$ cat src/design/printer_option_parse_record_framer_unit_defines.svh
// Assertion macros shared by the printer option parser and record framer.
// Used by the modules that carry concurrent checks; expects clk and rst in scope.
`ifndef PRINTER_OPTION_PARSE_RECORD_FRAMER_UNIT_DEFINES_SVH
`define PRINTER_OPTION_PARSE_RECORD_FRAMER_UNIT_DEFINES_SVH

`ifndef SYNTHESIS
`define POFR_ASSERT(label, expr, msg) \
  label: assert property (@(posedge clk) disable iff (rst) (expr)) else $error(msg);
`define POFR_ASSERT_NEXT(label, ante, cons, msg) \
  label: assert property (@(posedge clk) disable iff (rst) (ante) |=> (cons)) else $error(msg);
`else
`define POFR_ASSERT(label, expr, msg)
`define POFR_ASSERT_NEXT(label, ante, cons, msg)
`endif

`endif

$ cat src/design/pofr_pkg.sv
// Types, codes and option tables for the printer option parser and record framer.
// No dependencies; imported by every module of the block.
package pofr_pkg;

  typedef enum logic [2:0] {
    ACT_NAME_START = 3'd0,
    ACT_NAME_CHAR  = 3'd1,
    ACT_NAME_END   = 3'd2,
    ACT_REC_START  = 3'd3,
    ACT_REC_BYTE   = 3'd4,
    ACT_REC_END    = 3'd5
  } action_t;

  typedef enum logic [1:0] {
    CMD_STATUS,
    CMD_BYTE,
    CMD_TRAILER
  } cmd_op_t;

  localparam int NFLAGS       = 5;
  localparam int FLAG_PARITY  = 0;
  localparam int FLAG_NO_CRLF = 1;
  localparam int FLAG_NO_LF   = 2;
  localparam int FLAG_NULL_PAD = 3;
  localparam int FLAG_ECHO_OFF = 4;

  localparam int NOPTS    = 11;
  localparam int POS_W    = 3;
  localparam int OPT_SLOTS = 8;
  localparam logic [NOPTS-1:0] ALL_OPTS = '1;

  localparam int PAD_CAP               = 6;
  localparam int NUL_PAD_COUNT_DEFAULT = 6;
  localparam int QUEUE_DEPTH_DEFAULT   = 4;
  localparam int STEP_W  = $clog2(PAD_CAP + 2);
  localparam int COUNT_W = $clog2(PAD_CAP + 3);

  localparam logic [7:0] CHAR_CR      = 8'h0D;
  localparam logic [7:0] CHAR_LF      = 8'h0A;
  localparam logic [7:0] CHAR_NUL     = 8'h00;
  localparam logic [7:0] CHAR_DOT     = 8'h2E;
  localparam logic [7:0] CHAR_LOWER_A = 8'h61;
  localparam logic [7:0] CHAR_LOWER_Z = 8'h7A;
  localparam logic [7:0] CASE_OFFSET  = 8'h20;

  localparam logic RESULT_KIND_BYTE   = 1'b0;
  localparam logic RESULT_KIND_STATUS = 1'b1;

  localparam logic [7:0] OPT_TEXT [0:NOPTS-1][0:OPT_SLOTS-1] = '{
    '{".", "B", "A", 8'h00, 8'h00, 8'h00, 8'h00, 8'h00},
    '{".", "D", "A", 8'h00, 8'h00, 8'h00, 8'h00, 8'h00},
    '{".", "T", "W", 8'h00, 8'h00, 8'h00, 8'h00, 8'h00},
    '{".", "C", "H", 8'h00, 8'h00, 8'h00, 8'h00, 8'h00},
    '{".", "P", "A", "=",   "N",   8'h00, 8'h00, 8'h00},
    '{".", "P", "A", "=",   "E",   8'h00, 8'h00, 8'h00},
    '{".", "P", "A", "=",   "O",   8'h00, 8'h00, 8'h00},
    '{".", "C", "R", 8'h00, 8'h00, 8'h00, 8'h00, 8'h00},
    '{".", "L", "F", 8'h00, 8'h00, 8'h00, 8'h00, 8'h00},
    '{".", "N", "U", 8'h00, 8'h00, 8'h00, 8'h00, 8'h00},
    '{".", "E", "C", 8'h00, 8'h00, 8'h00, 8'h00, 8'h00}
  };

  localparam logic [POS_W-1:0] OPT_LEN [0:NOPTS-1] = '{
    3'd3, 3'd3, 3'd3, 3'd3, 3'd5, 3'd5, 3'd5, 3'd3, 3'd3, 3'd3, 3'd3
  };

  localparam logic [NFLAGS-1:0] OPT_BIT [0:NOPTS-1] = '{
    5'h00, 5'h00, 5'h00, 5'h01, 5'h00, 5'h00, 5'h00, 5'h02, 5'h04, 5'h08, 5'h10
  };

  typedef struct packed {
    logic [2:0] action;
    logic [7:0] char_in;
    logic       internal_format;
    logic       variable_format;
    logic [7:0] record_length;
  } req_t;

  typedef struct packed {
    logic       result_kind;
    logic [7:0] out_byte;
    logic       bad_mode;
    logic       parity_flag;
    logic       no_crlf;
    logic       no_lf;
    logic       null_pad;
    logic       echo_off;
    logic       last;
  } rsp_t;

  typedef struct packed {
    cmd_op_t           op;
    logic [7:0]        data;
    logic              bad;
    logic [NFLAGS-1:0] flags;
  } cmd_t;

endpackage

$ cat src/design/pofr_front.sv
// Front end: accepts items, runs the option matcher, and issues output commands.
// Depends on pofr_pkg and the assertion macro header.
`include "printer_option_parse_record_framer_unit_defines.svh"

module pofr_front
  import pofr_pkg::*;
(
  input  logic clk,
  input  logic rst,
  input  logic push,
  input  req_t request,
  input  logic q_full,
  output logic cmd_push,
  output cmd_t cmd
);

  logic              matching, matching_next;
  logic [POS_W-1:0]  match_position, match_position_next;
  logic [NOPTS-1:0]  candidate_mask, candidate_mask_next;
  logic [NFLAGS-1:0] option_flags, option_flags_next;
  logic              parse_error, parse_error_next;
  logic              record_internal, record_internal_next;
  logic              record_variable, record_variable_next;

  logic              accept;
  logic [7:0]        c_up;
  logic [NOPTS-1:0]  keep;
  logic              hit;
  logic [NFLAGS-1:0] set_bits;
  cmd_op_t           cmd_op;
  logic [7:0]        cmd_data;

  assign accept = push && !q_full;

  always_comb begin
    if (request.char_in inside {[CHAR_LOWER_A:CHAR_LOWER_Z]}) begin
      c_up = request.char_in - CASE_OFFSET;
    end else begin
      c_up = request.char_in;
    end
    keep     = '0;
    hit      = 1'b0;
    set_bits = '0;
    for (int i = 0; i < NOPTS; i++) begin
      keep[i] = candidate_mask[i] && (match_position < OPT_LEN[i]) &&
                (OPT_TEXT[i][match_position] == c_up);
      if (keep[i] && (OPT_LEN[i] == match_position + 3'd1)) begin
        hit      = 1'b1;
        set_bits = set_bits | OPT_BIT[i];
      end
    end
  end

  always_comb begin
    matching_next        = matching;
    match_position_next  = match_position;
    candidate_mask_next  = candidate_mask;
    option_flags_next    = option_flags;
    parse_error_next     = parse_error;
    record_internal_next = record_internal;
    record_variable_next = record_variable;
    cmd_push             = 1'b0;
    cmd_op               = CMD_BYTE;
    cmd_data             = request.char_in;
    if (accept) begin
      case (action_t'(request.action))
        ACT_NAME_START: begin
          matching_next       = 1'b0;
          match_position_next = '0;
          candidate_mask_next = '0;
          option_flags_next   = '0;
          parse_error_next    = 1'b0;
        end
        ACT_NAME_CHAR: begin
          if (!parse_error) begin
            if (!matching) begin
              if (request.char_in == CHAR_DOT) begin
                matching_next       = 1'b1;
                match_position_next = 3'd1;
                candidate_mask_next = ALL_OPTS;
              end
            end else if (hit) begin
              option_flags_next   = option_flags | set_bits;
              matching_next       = 1'b0;
              match_position_next = '0;
              candidate_mask_next = '0;
            end else if (keep == '0) begin
              parse_error_next    = 1'b1;
              matching_next       = 1'b0;
              match_position_next = '0;
              candidate_mask_next = '0;
            end else begin
              candidate_mask_next = keep;
              match_position_next = match_position + 3'd1;
            end
          end
        end
        ACT_NAME_END: begin
          if (matching) begin
            parse_error_next    = 1'b1;
            matching_next       = 1'b0;
            match_position_next = '0;
            candidate_mask_next = '0;
          end
          cmd_push = 1'b1;
          cmd_op   = CMD_STATUS;
          cmd_data = CHAR_NUL;
        end
        ACT_REC_START: begin
          record_internal_next = request.internal_format;
          record_variable_next = request.variable_format;
          if (!parse_error && request.internal_format) begin
            cmd_push = 1'b1;
            cmd_data = request.record_length;
          end
        end
        ACT_REC_BYTE: begin
          cmd_push = !parse_error;
        end
        ACT_REC_END: begin
          if (!parse_error && record_variable && !record_internal &&
              (!option_flags[FLAG_NO_CRLF] || option_flags[FLAG_NULL_PAD] ||
               !option_flags[FLAG_NO_LF])) begin
            cmd_push = 1'b1;
            cmd_op   = CMD_TRAILER;
          end
        end
        default: begin
        end
      endcase
    end
    cmd.op    = cmd_op;
    cmd.data  = cmd_data;
    cmd.bad   = parse_error_next;
    cmd.flags = option_flags_next;
  end

  always_ff @(posedge clk) begin
    if (rst) begin
      matching        <= 1'b0;
      match_position  <= '0;
      candidate_mask  <= '0;
      option_flags    <= '0;
      parse_error     <= 1'b0;
      record_internal <= 1'b0;
      record_variable <= 1'b0;
    end else begin
      matching        <= matching_next;
      match_position  <= match_position_next;
      candidate_mask  <= candidate_mask_next;
      option_flags    <= option_flags_next;
      parse_error     <= parse_error_next;
      record_internal <= record_internal_next;
      record_variable <= record_variable_next;
    end
  end

  `POFR_ASSERT(a_match_has_candidates, !matching || (candidate_mask != '0 && match_position != '0), "open match without candidates")
  `POFR_ASSERT(a_idle_match_clear, matching || (candidate_mask == '0 && match_position == '0), "stale match state while idle")
  `POFR_ASSERT(a_error_stops_match, !parse_error || !matching, "match open with error set")

endmodule

$ cat src/design/pofr_queue.sv
// Command queue between the front end and the output sequencer.
// Depends on pofr_pkg and the assertion macro header.
`include "printer_option_parse_record_framer_unit_defines.svh"

module pofr_queue
  import pofr_pkg::*;
#(
  parameter int DEPTH = QUEUE_DEPTH_DEFAULT
) (
  input  logic clk,
  input  logic rst,
  input  logic wr_en,
  input  cmd_t wr_data,
  output logic full,
  input  logic rd_en,
  output cmd_t rd_data,
  output logic empty
);

  localparam int PW = (DEPTH > 1) ? $clog2(DEPTH) : 1;
  localparam int CW = $clog2(DEPTH + 1);
  localparam logic [PW-1:0] PTR_LAST = PW'(DEPTH - 1);
  localparam logic [CW-1:0] CNT_MAX  = CW'(DEPTH);

  cmd_t          slots [DEPTH];
  logic [PW-1:0] wr_ptr;
  logic [PW-1:0] rd_ptr;
  logic [CW-1:0] count;

  assign full    = (count == CNT_MAX);
  assign empty   = (count == '0);
  assign rd_data = slots[rd_ptr];

  always_ff @(posedge clk) begin
    if (wr_en) begin
      slots[wr_ptr] <= wr_data;
    end
  end

  always_ff @(posedge clk) begin
    if (rst) begin
      wr_ptr <= '0;
      rd_ptr <= '0;
      count  <= '0;
    end else begin
      if (wr_en) begin
        wr_ptr <= (wr_ptr == PTR_LAST) ? '0 : wr_ptr + 1'b1;
      end
      if (rd_en) begin
        rd_ptr <= (rd_ptr == PTR_LAST) ? '0 : rd_ptr + 1'b1;
      end
      case ({wr_en, rd_en})
        2'b10:   count <= count + 1'b1;
        2'b01:   count <= count - 1'b1;
        default: count <= count;
      endcase
    end
  end

  `POFR_ASSERT(a_no_write_when_full, !(wr_en && full), "write into full queue")
  `POFR_ASSERT(a_no_read_when_empty, !(rd_en && empty), "read from empty queue")
  `POFR_ASSERT(a_count_bound, count <= CNT_MAX, "queue count out of range")
  `POFR_ASSERT_NEXT(a_count_grows, wr_en && !rd_en, count == $past(count) + 1'b1, "count missed a write")

endmodule

$ cat src/design/pofr_back.sv
// Output sequencer: expands queued commands into result items, trailers included.
// Depends on pofr_pkg; holds the registered result stage.
module pofr_back
  import pofr_pkg::*;
#(
  parameter int NUL_PAD_COUNT = NUL_PAD_COUNT_DEFAULT
) (
  input  logic clk,
  input  logic rst,
  input  logic cmd_valid,
  input  cmd_t cmd,
  output logic cmd_pop,
  output logic empty,
  input  logic pop,
  output rsp_t result
);

  localparam int PAD_LEN = (NUL_PAD_COUNT > PAD_CAP) ? PAD_CAP : NUL_PAD_COUNT;

  logic [STEP_W-1:0]  step;
  logic               out_valid;
  logic               has_cr;
  logic               has_lf;
  logic [COUNT_W-1:0] pad_n;
  logic [COUNT_W-1:0] total;
  logic [COUNT_W-1:0] rel;
  logic [7:0]         tr_byte;
  logic               is_last;
  logic               take;
  logic               load;
  rsp_t               res_next;

  always_comb begin
    has_cr  = !cmd.flags[FLAG_NO_CRLF];
    has_lf  = !cmd.flags[FLAG_NO_LF];
    pad_n   = cmd.flags[FLAG_NULL_PAD] ? COUNT_W'(PAD_LEN) : '0;
    total   = COUNT_W'(has_cr) + pad_n + COUNT_W'(has_lf);
    rel     = COUNT_W'(step) - COUNT_W'(has_cr);
    if (has_cr && step == '0) begin
      tr_byte = CHAR_CR;
    end else if (rel < pad_n) begin
      tr_byte = CHAR_NUL;
    end else begin
      tr_byte = CHAR_LF;
    end

    res_next.result_kind = RESULT_KIND_BYTE;
    res_next.out_byte    = cmd.data;
    res_next.bad_mode    = cmd.bad;
    res_next.parity_flag = cmd.flags[FLAG_PARITY];
    res_next.no_crlf     = cmd.flags[FLAG_NO_CRLF];
    res_next.no_lf       = cmd.flags[FLAG_NO_LF];
    res_next.null_pad    = cmd.flags[FLAG_NULL_PAD];
    res_next.echo_off    = cmd.flags[FLAG_ECHO_OFF];
    is_last              = 1'b1;
    case (cmd.op)
      CMD_STATUS: begin
        res_next.result_kind = RESULT_KIND_STATUS;
        res_next.out_byte    = CHAR_NUL;
      end
      CMD_TRAILER: begin
        res_next.out_byte = tr_byte;
        is_last           = (COUNT_W'(step) + COUNT_W'(1) == total);
      end
      default: begin
      end
    endcase
    res_next.last = is_last;
  end

  assign take    = pop && out_valid;
  assign load    = cmd_valid && (!out_valid || take);
  assign cmd_pop = load && is_last;
  assign empty   = !out_valid;

  always_ff @(posedge clk) begin
    if (rst) begin
      out_valid <= 1'b0;
      step      <= '0;
    end else begin
      if (load) begin
        out_valid <= 1'b1;
        step      <= is_last ? '0 : step + 1'b1;
      end else if (take) begin
        out_valid <= 1'b0;
      end
    end
  end

  always_ff @(posedge clk) begin
    if (load) begin
      result <= res_next;
    end
  end

endmodule

$ cat src/design/printer_option_parse_record_framer_unit.sv
// Top level of the printer option parser and record framer.
// Instantiates pofr_front, pofr_queue and pofr_back; depends on pofr_pkg.
//
// Accepts one item per cycle while full is low. Name items update the option
// matcher in the cycle they are accepted; items that produce output post one
// command to a QUEUE_DEPTH-entry queue, and the output sequencer turns each
// command into results, one per cycle while pop is high, from a registered
// output stage. A record end on a variable record expands to up to
// 2 + min(NUL_PAD_COUNT, 6) results in the sequencer, so full rises only when
// trailers arrive faster than they drain or pop is held low. The first result
// of an item is written to the queue and then loaded into the output stage.
module printer_option_parse_record_framer_unit
  import pofr_pkg::*;
#(
  parameter int NUL_PAD_COUNT = NUL_PAD_COUNT_DEFAULT,
  parameter int QUEUE_DEPTH   = QUEUE_DEPTH_DEFAULT
) (
  input  logic clk,
  input  logic rst,
  input  logic push,
  output logic full,
  input  req_t request,
  output logic empty,
  input  logic pop,
  output rsp_t result
);

  logic cmd_push;
  cmd_t cmd_in;
  logic q_full;
  logic q_empty;
  logic q_pop;
  cmd_t q_head;

  assign full = q_full;

  pofr_front u_front (
    .clk      (clk),
    .rst      (rst),
    .push     (push),
    .request  (request),
    .q_full   (q_full),
    .cmd_push (cmd_push),
    .cmd      (cmd_in)
  );

  pofr_queue #(
    .DEPTH (QUEUE_DEPTH)
  ) u_queue (
    .clk     (clk),
    .rst     (rst),
    .wr_en   (cmd_push),
    .wr_data (cmd_in),
    .full    (q_full),
    .rd_en   (q_pop),
    .rd_data (q_head),
    .empty   (q_empty)
  );

  pofr_back #(
    .NUL_PAD_COUNT (NUL_PAD_COUNT)
  ) u_back (
    .clk       (clk),
    .rst       (rst),
    .cmd_valid (!q_empty),
    .cmd       (q_head),
    .cmd_pop   (q_pop),
    .empty     (empty),
    .pop       (pop),
    .result    (result)
  );

endmodule
$ cat config.mk
export PLATFORM = sky130hd
export DESIGN_NAME = printer_option_parse_record_framer_unit
export DESIGN_NICKNAME = d
export VERILOG_FILES = /design/src/design/pofr_pkg.sv /design/src/design/pofr_front.sv /design/src/design/pofr_queue.sv /design/src/design/pofr_back.sv /design/src/design/printer_option_parse_record_framer_unit.sv
export VERILOG_INCLUDE_DIRS = /design/src /design/src/design
export SDC_FILE = /design/constraint.sdc
export NUM_CORES = 1
export LEC_CHECK = 0
export BUFFER_PORTS_ARGS = -buffer_cell sky130_fd_sc_hd__buf_4
export CAP_MARGIN = 0
export CORE_MARGIN = 2
export CORE_UTILIZATION = 50
export DETAILED_ROUTE_END_ITERATION = 6
export PLACE_DENSITY = 0.83
export SYNTH_ARGS = -nofsm -noshare
export SYNTH_HDL_FRONTEND = slang
export SYNTH_SLANG_ARGS = --single-unit
$ cat constraint.sdc
create_clock -name clk -period 4 [get_ports clk]
set_input_delay 0.8 -clock clk [delete_from_list [all_inputs] [get_ports clk]]
set_output_delay 0.8 -clock clk [all_outputs]
set_load 0.02 [all_outputs]
==> Yosys cells after proc, flatten, opt, wreduce, memory -nomap -nowiden <==
Memory sizes are Yosys's and may differ from the RTL's. A register that Yosys moved wholly into a read port is not among the register bits.
Index checks and enable logic that the tools add are counted.
{ "op_classes": {"bitwise_logic": 2, "eq_ne": 29, "reduce_logical": 68, "mux": 97, "order_cmp": 6, "addsub": 11} }
{ "op_table": {"columns": ["cell", "n"], "rows": [
  ["two-way mux 8 bit", 26],
  ["equality test 8 bit", 11],
  ["two-way mux 11 bit", 6],
  ["logical AND 1 bit", 43],
  ["one-hot mux 11 bit (3 select lines)", 1],
  ["two-way mux 1 bit", 32],
  ["one-hot mux 8 bit (2 select lines)", 2],
  ["two-way mux 3 bit", 9],
  ["two-way mux 5 bit", 5],
  ["two-way mux 2 bit", 7],
  ["logical NOT 11 bit", 1],
  ["one-hot mux 5 bit (2 select lines)", 1],
  ["adder 3 x 1 -> 3 bit, second input constant", 3],
  ["equality test 3 bit, second input constant", 3],
  ["logical NOT 1 bit", 9],
  ["logical NOT 3 bit", 3],
  ["one-hot mux 3 bit (3 select lines)", 1],
  ["equality test 2 bit, second input constant", 4],
  ["equality test 8 x 6 -> 1 bit, second input constant", 1],
  ["greater-or-equal comparator 8 x 7 -> 1 bit, second input constant", 1],
  ["less-or-equal comparator 8 x 7 -> 1 bit, second input constant", 1],
  ["two-way mux 4 bit", 2],
  ["subtractor 8 x 6 -> 8 bit, second input constant", 1],
  ["equality test 3 x 2 -> 1 bit, second input constant", 2],
  ["33 further kinds", 38]
]} }
{ "totals": {"mem_bits_ro": 704, "output_inout_bits": 18, "input_bits": 25, "ramBits": 64, "elab_cells": 246, "regBits": 50, "memories": 12} }
{ "memory_table": {"columns": ["memory", "depth", "width", "rd", "rd_ports_with_merged_regs", "wr", "line_no", "text"], "rows": [
  ["(no name shown)", 8, 8, 1, 0, 0, "pofr_front.sv:46", "(OPT_TEXT[i][match_position] == c_up);"],
  ["(no name shown)", 8, 8, 1, 0, 0, "pofr_front.sv:46", null],
  ["(no name shown)", 8, 8, 1, 0, 0, "pofr_front.sv:46", null],
  ["(no name shown)", 8, 8, 1, 0, 0, "pofr_front.sv:46", null],
  ["(no name shown)", 8, 8, 1, 0, 0, "pofr_front.sv:46", null],
  ["(no name shown)", 8, 8, 1, 0, 0, "pofr_front.sv:46", null],
  ["+6 memories", null, null, null, null, null, null, null]
]} }

==> Longest topological paths before layout <==
{ "logic_depth": {"ltp_word": 23, "depth_mapped": 18, "depth_no_buf": 15} }

==> By module <==
Synthesis repeated with hierarchy kept, for this count alone.
{ "hier_totals": {"hier_cells": 521, "area_unflattened_um2": 6037.0} }
{ "modules_own_cells": {"columns": ["module", "instances", "area_each_um2", "cells_each", "seq_area_each_um2"], "rows": [
  ["pofr_queue", 1, 2793.9, 132, 2102.0],
  ["pofr_front", 1, 2245.9, 303, 460.4],
  ["pofr_back", 1, 993.5, 85, 560.5],
  ["printer_option_parse_record_framer_unit", 1, 3.8, 1, 0.0]
]} }

==> Worst setup path before layout <==
OpenSTA, ideal clock, no wires.
{ "synth_path": {"path_type": "flip-flop to flip-flop", "start": "register with a tool-made name", "end": "register u_queue.count[2]", "t_arrival_ns": 4.265, "t_required_ns": 3.930, "path_stages_with_launch": 19, "slack_ns": -0.335, "setup_time_ns": 0.070, "n_path_buf": 3, "period_less_slack_ns": 4.335, "path_cell_list": "dfxtp_1 > clkbuf_1 > buf_1 > mux4_2 > inv_1 > ha_1 > inv_1 > ha_1 > xnor2_1 > xnor2_1 > o31ai_1 > and2_1 > clkbuf_1 > ha_1 > inv_1 > fa_1 > xor2_1 > or3_1 > a21oi_1"} }
{ "synth_lines": {"columns": ["item", "line_no", "text"], "rows": [
  ["end signal: assignment", "pofr_queue.sv:53", "2'b10: count <= count + 1'b1;"],
  ["end signal: assignment", "pofr_queue.sv:54", "2'b01: count <= count - 1'b1;"],
  ["end signal: assignment", "pofr_queue.sv:55", "default: count <= count;"],
  ["end: declaration", "pofr_queue.sv:28", "logic [CW-1:0] count;"]
]} }

==> qor.txt <==
largest cells by area after synthesis: edfxtp_1 (38%), dfxtp_1 (11%), mux4_2 (5.3%)
fmax: 268 MHz
Detailed Place HPWL: 9970 µm
register area share after synthesis: 0.493
Critical Path Source Type: register
Post-synth top cells: edfxtp_1 (80), nor2_1 (39), dfxtp_1 (36)
Post-Synthesis Net Count: 614
clock share of power: 0.407
Int Pwr: 0.00303 W
Period minus WS final: 3.74 ns
area leader, netlist: edfxtp_1
wire length per cell: 18.4 µm
Peak VDD IR: 0.000335 V
H-Tree Depth: 4
final core utilization: 0.598
Hold Buf Count CTS: 0
DR vias/cell: 5.96
chip width: 117 µm
share of layout cells above drive strength 1: 0.211
Initial Util: 0.506
die height: 117 µm
RD Place Congestion: 0.929
number of synthesis warnings: 0
unrepaired setup endpoints after global routing: false
router iterations before antenna repair: 5
switching share of power: 0.273
PwrDens: 557 mW/mm²
worst hold path class: reg2reg
Main synth FF type: edfxtp_1
mean cell area of the mapped netlist: 11.2 µm²
Critical Path Max Stage Delay: 0.58 ns
status: complete, no violations
FP Rows: 41
Post-CTS Setup Inserts: 0
EDFF count, synth: 80
Post-DRT Antenna Nets: 0
number of setup violations in the final report: 0
Synth top area share: 0.379
clock skew: 0.00971 ns
Seq pwr share: 0.364
vias after detailed routing: 4736
Critical Path RT: 4.34 ns
Worst path top cell family by delay: adder cells
core area: 0.0125 mm²
Leakage: 2.63 nW
Setup TNS Final: 0 ns
global-route wire length before repair: 23400 µm
global route total overflow: 0
Final Hold Viols: 0
gr usage total: 0.227
Slew HR: 0.419
total CTS buffers: 17
final count of pins violating max slew: 0
largest net degree at the start of global routing: 32
Post-route DRC: 0
vias in the first global route: 4665
DRT iter0 DRCs: 426
FF+latch count, synth: 116
clk sinks: 116
worst path arrival time: 4.07 ns
nature of the critical path endpoint: register
Hold Slack: 0.489 ns
Syn Inst Count: 568
Clock Tree Buf Depth: 2
area growth from synthesis to layout: 18.1%
CTS tree: done
Net Sw Power: 0.00114 W
CP Class: reg2reg
setup slack, reg-to-reg: 0.26 ns
initial antenna violation count: 0
slowest stage cell, crit path: mux4_2
Comb pwr share: 0.229
worst path cell trace: mux4_2, inv_1, ha_1, inv_1, ha_1, xnor2_1, xnor2_1, o31ai_2, and2_2, ha_1, inv_1, fa_1, xor2_1, or3_1, a21oi_1
Final Routed Wirelength: 14600 µm
Clock transition at path regs: 0.06 ns
max_cap viols: 0
Worst-Skew Late Latency: 0.41 ns
IO Pins: 43
port bufs: 42
synth unique cells: 83
leading cell type by number of instances after synthesis: edfxtp_1
Layout Nets: 656
ANT cells: 0
root buffer cell: clkbuf_16
worst-path maximum fanout: 7
ys async rst share: 0
Die ar.: 0.0136 mm²
final-layout fill cell count: 1003
Critical path buffers and inverters: 3
mapped cell area: 0.00633 mm²
Tcrit/Tclk final: 0.934
Slew @ Worst Pin: 0.871 ns
==> worst min-delay path, stage by stage (launching register included) <==
cell and delay [ns]:
dfxtp_1 0.33, a21oi_1 0.07, o31ai_1 0.06
==> area by class of cell <==
type	count	area, µm²	share of cell area
clock inverter	14	235	0.0314
tap	172	215	0.0288
inverter	29	109	0.0146
timing repair buffer	55	413	0.0552
sequential	116	3120	0.418
multi-input combinational	391	2960	0.395
clock buffer	17	425	0.0569
==> worst paths after layout <==
check / startpoint / end / cells after the start
worst max-delay path: register / u_queue.count[2] / 15
worst max register to register: register / u_queue.count[2] / 15
worst min register to register: u_front.candidate_mask[3] / u_front.candidate_mask[3] / 2
worst min-delay path: u_front.candidate_mask[3] / u_front.candidate_mask[3] / 2
==> what timing repair did <==
action,4_1_cts,5_1_grt
gates resized for setup,1,2
gates cloned,0,0
setup endpoints to repair,1,1
==> per-stage QoR <==
stage	setup slack (ns)	cell area [µm²]	total power, W	instances
2_1_floorplan	0.00308	6340	0.00217	568
3_3_place_gp	0.302	6810	0.00243	763
3_5_place_dp	0.182	6810	0.00247	763
4_1_cts	0.130	7470	0.00417	794
5_1_grt	0.0501	7480	0.00433	794
6_report	0.264	7480	0.00416	794
==> metal layers <==
| layer | vias to the layer above | track usage | wire (µm) |
|---|---|---|---|
| li1 | 2209 | - | - |
| met1 | 2324 | 0.269 | 5850 |
| met2 | 170 | 0.401 | 7640 |
| met3 | 33 | 0.0540 | 758 |
| met4 | 0 | 0.0847 | 399 |
| met5 | - | 0 | 0 |
==> placed cells by master, fill, tap and decap left out, types with 9 or more instances in the layout <==
master | Yosys | layout
a21oi_1 | 25 | 24
and2_1 | 10 | 9
buf_4 | 3 | 55
clkbuf_16 | 0 | 17
dfxtp_1 | 36 | 35
edfxtp_1 | 80 | 80
ha_1 | 20 | 20
inv_1 | 28 | 28
mux2i_1 | 10 | 10
mux4_2 | 15 | 15
nand2_1 | 35 | 35
nand2b_1 | 11 | 11
nand3_1 | 16 | 16
nand4_1 | 9 | 9
nor2_1 | 39 | 39
nor2b_1 | 25 | 25
o21ai_0 | 17 | 17
xnor2_1 | 19 | 19
==> cells by family after synthesis <==
kind of cell             count (synthesis)  synth area share
adder cells (fa/ha/maj)                 21            0.0427
buffers and inverters                   61            0.0415
AO/OA/AOI/OAI                          123             0.146
AND/OR/NAND/NOR                        195             0.169
multiplexers                            27            0.0727
flip-flops                             116             0.493
XOR/XNOR                                25            0.0346
==> flip-flops by register name (all words and copies together), names as in the netlist, named ones only <==
register,flops
u_queue.slots,64
u_back.result,16
u_front.candidate_mask,11
u_front.option_flags,5
u_back.step,3
u_front.match_position,3
u_queue.count,3
u_queue.rd_ptr,2
u_queue.wr_ptr,2
u_back.out_valid,1
u_front.matching,1
u_front.parse_error,1
u_front.record_internal,1
u_front.record_variable,1
==> power by group through the flow <==
| stage | clock network, W | logic (W) | registers (W) |
|---|---|---|---|
| final | 0.00169 | 0.000953 | 0.00152 |
| after detailed placement | 0 | 0.000929 | 0.00154 |
| after global routing | 0.00176 | 0.00104 | 0.00153 |
| after global placement | 0 | 0.000897 | 0.00154 |
| after floorplan | 0 | 0.000532 | 0.00164 |
| after CTS | 0.00170 | 0.000946 | 0.00152 |
Power figures use the tool's default switching activity.
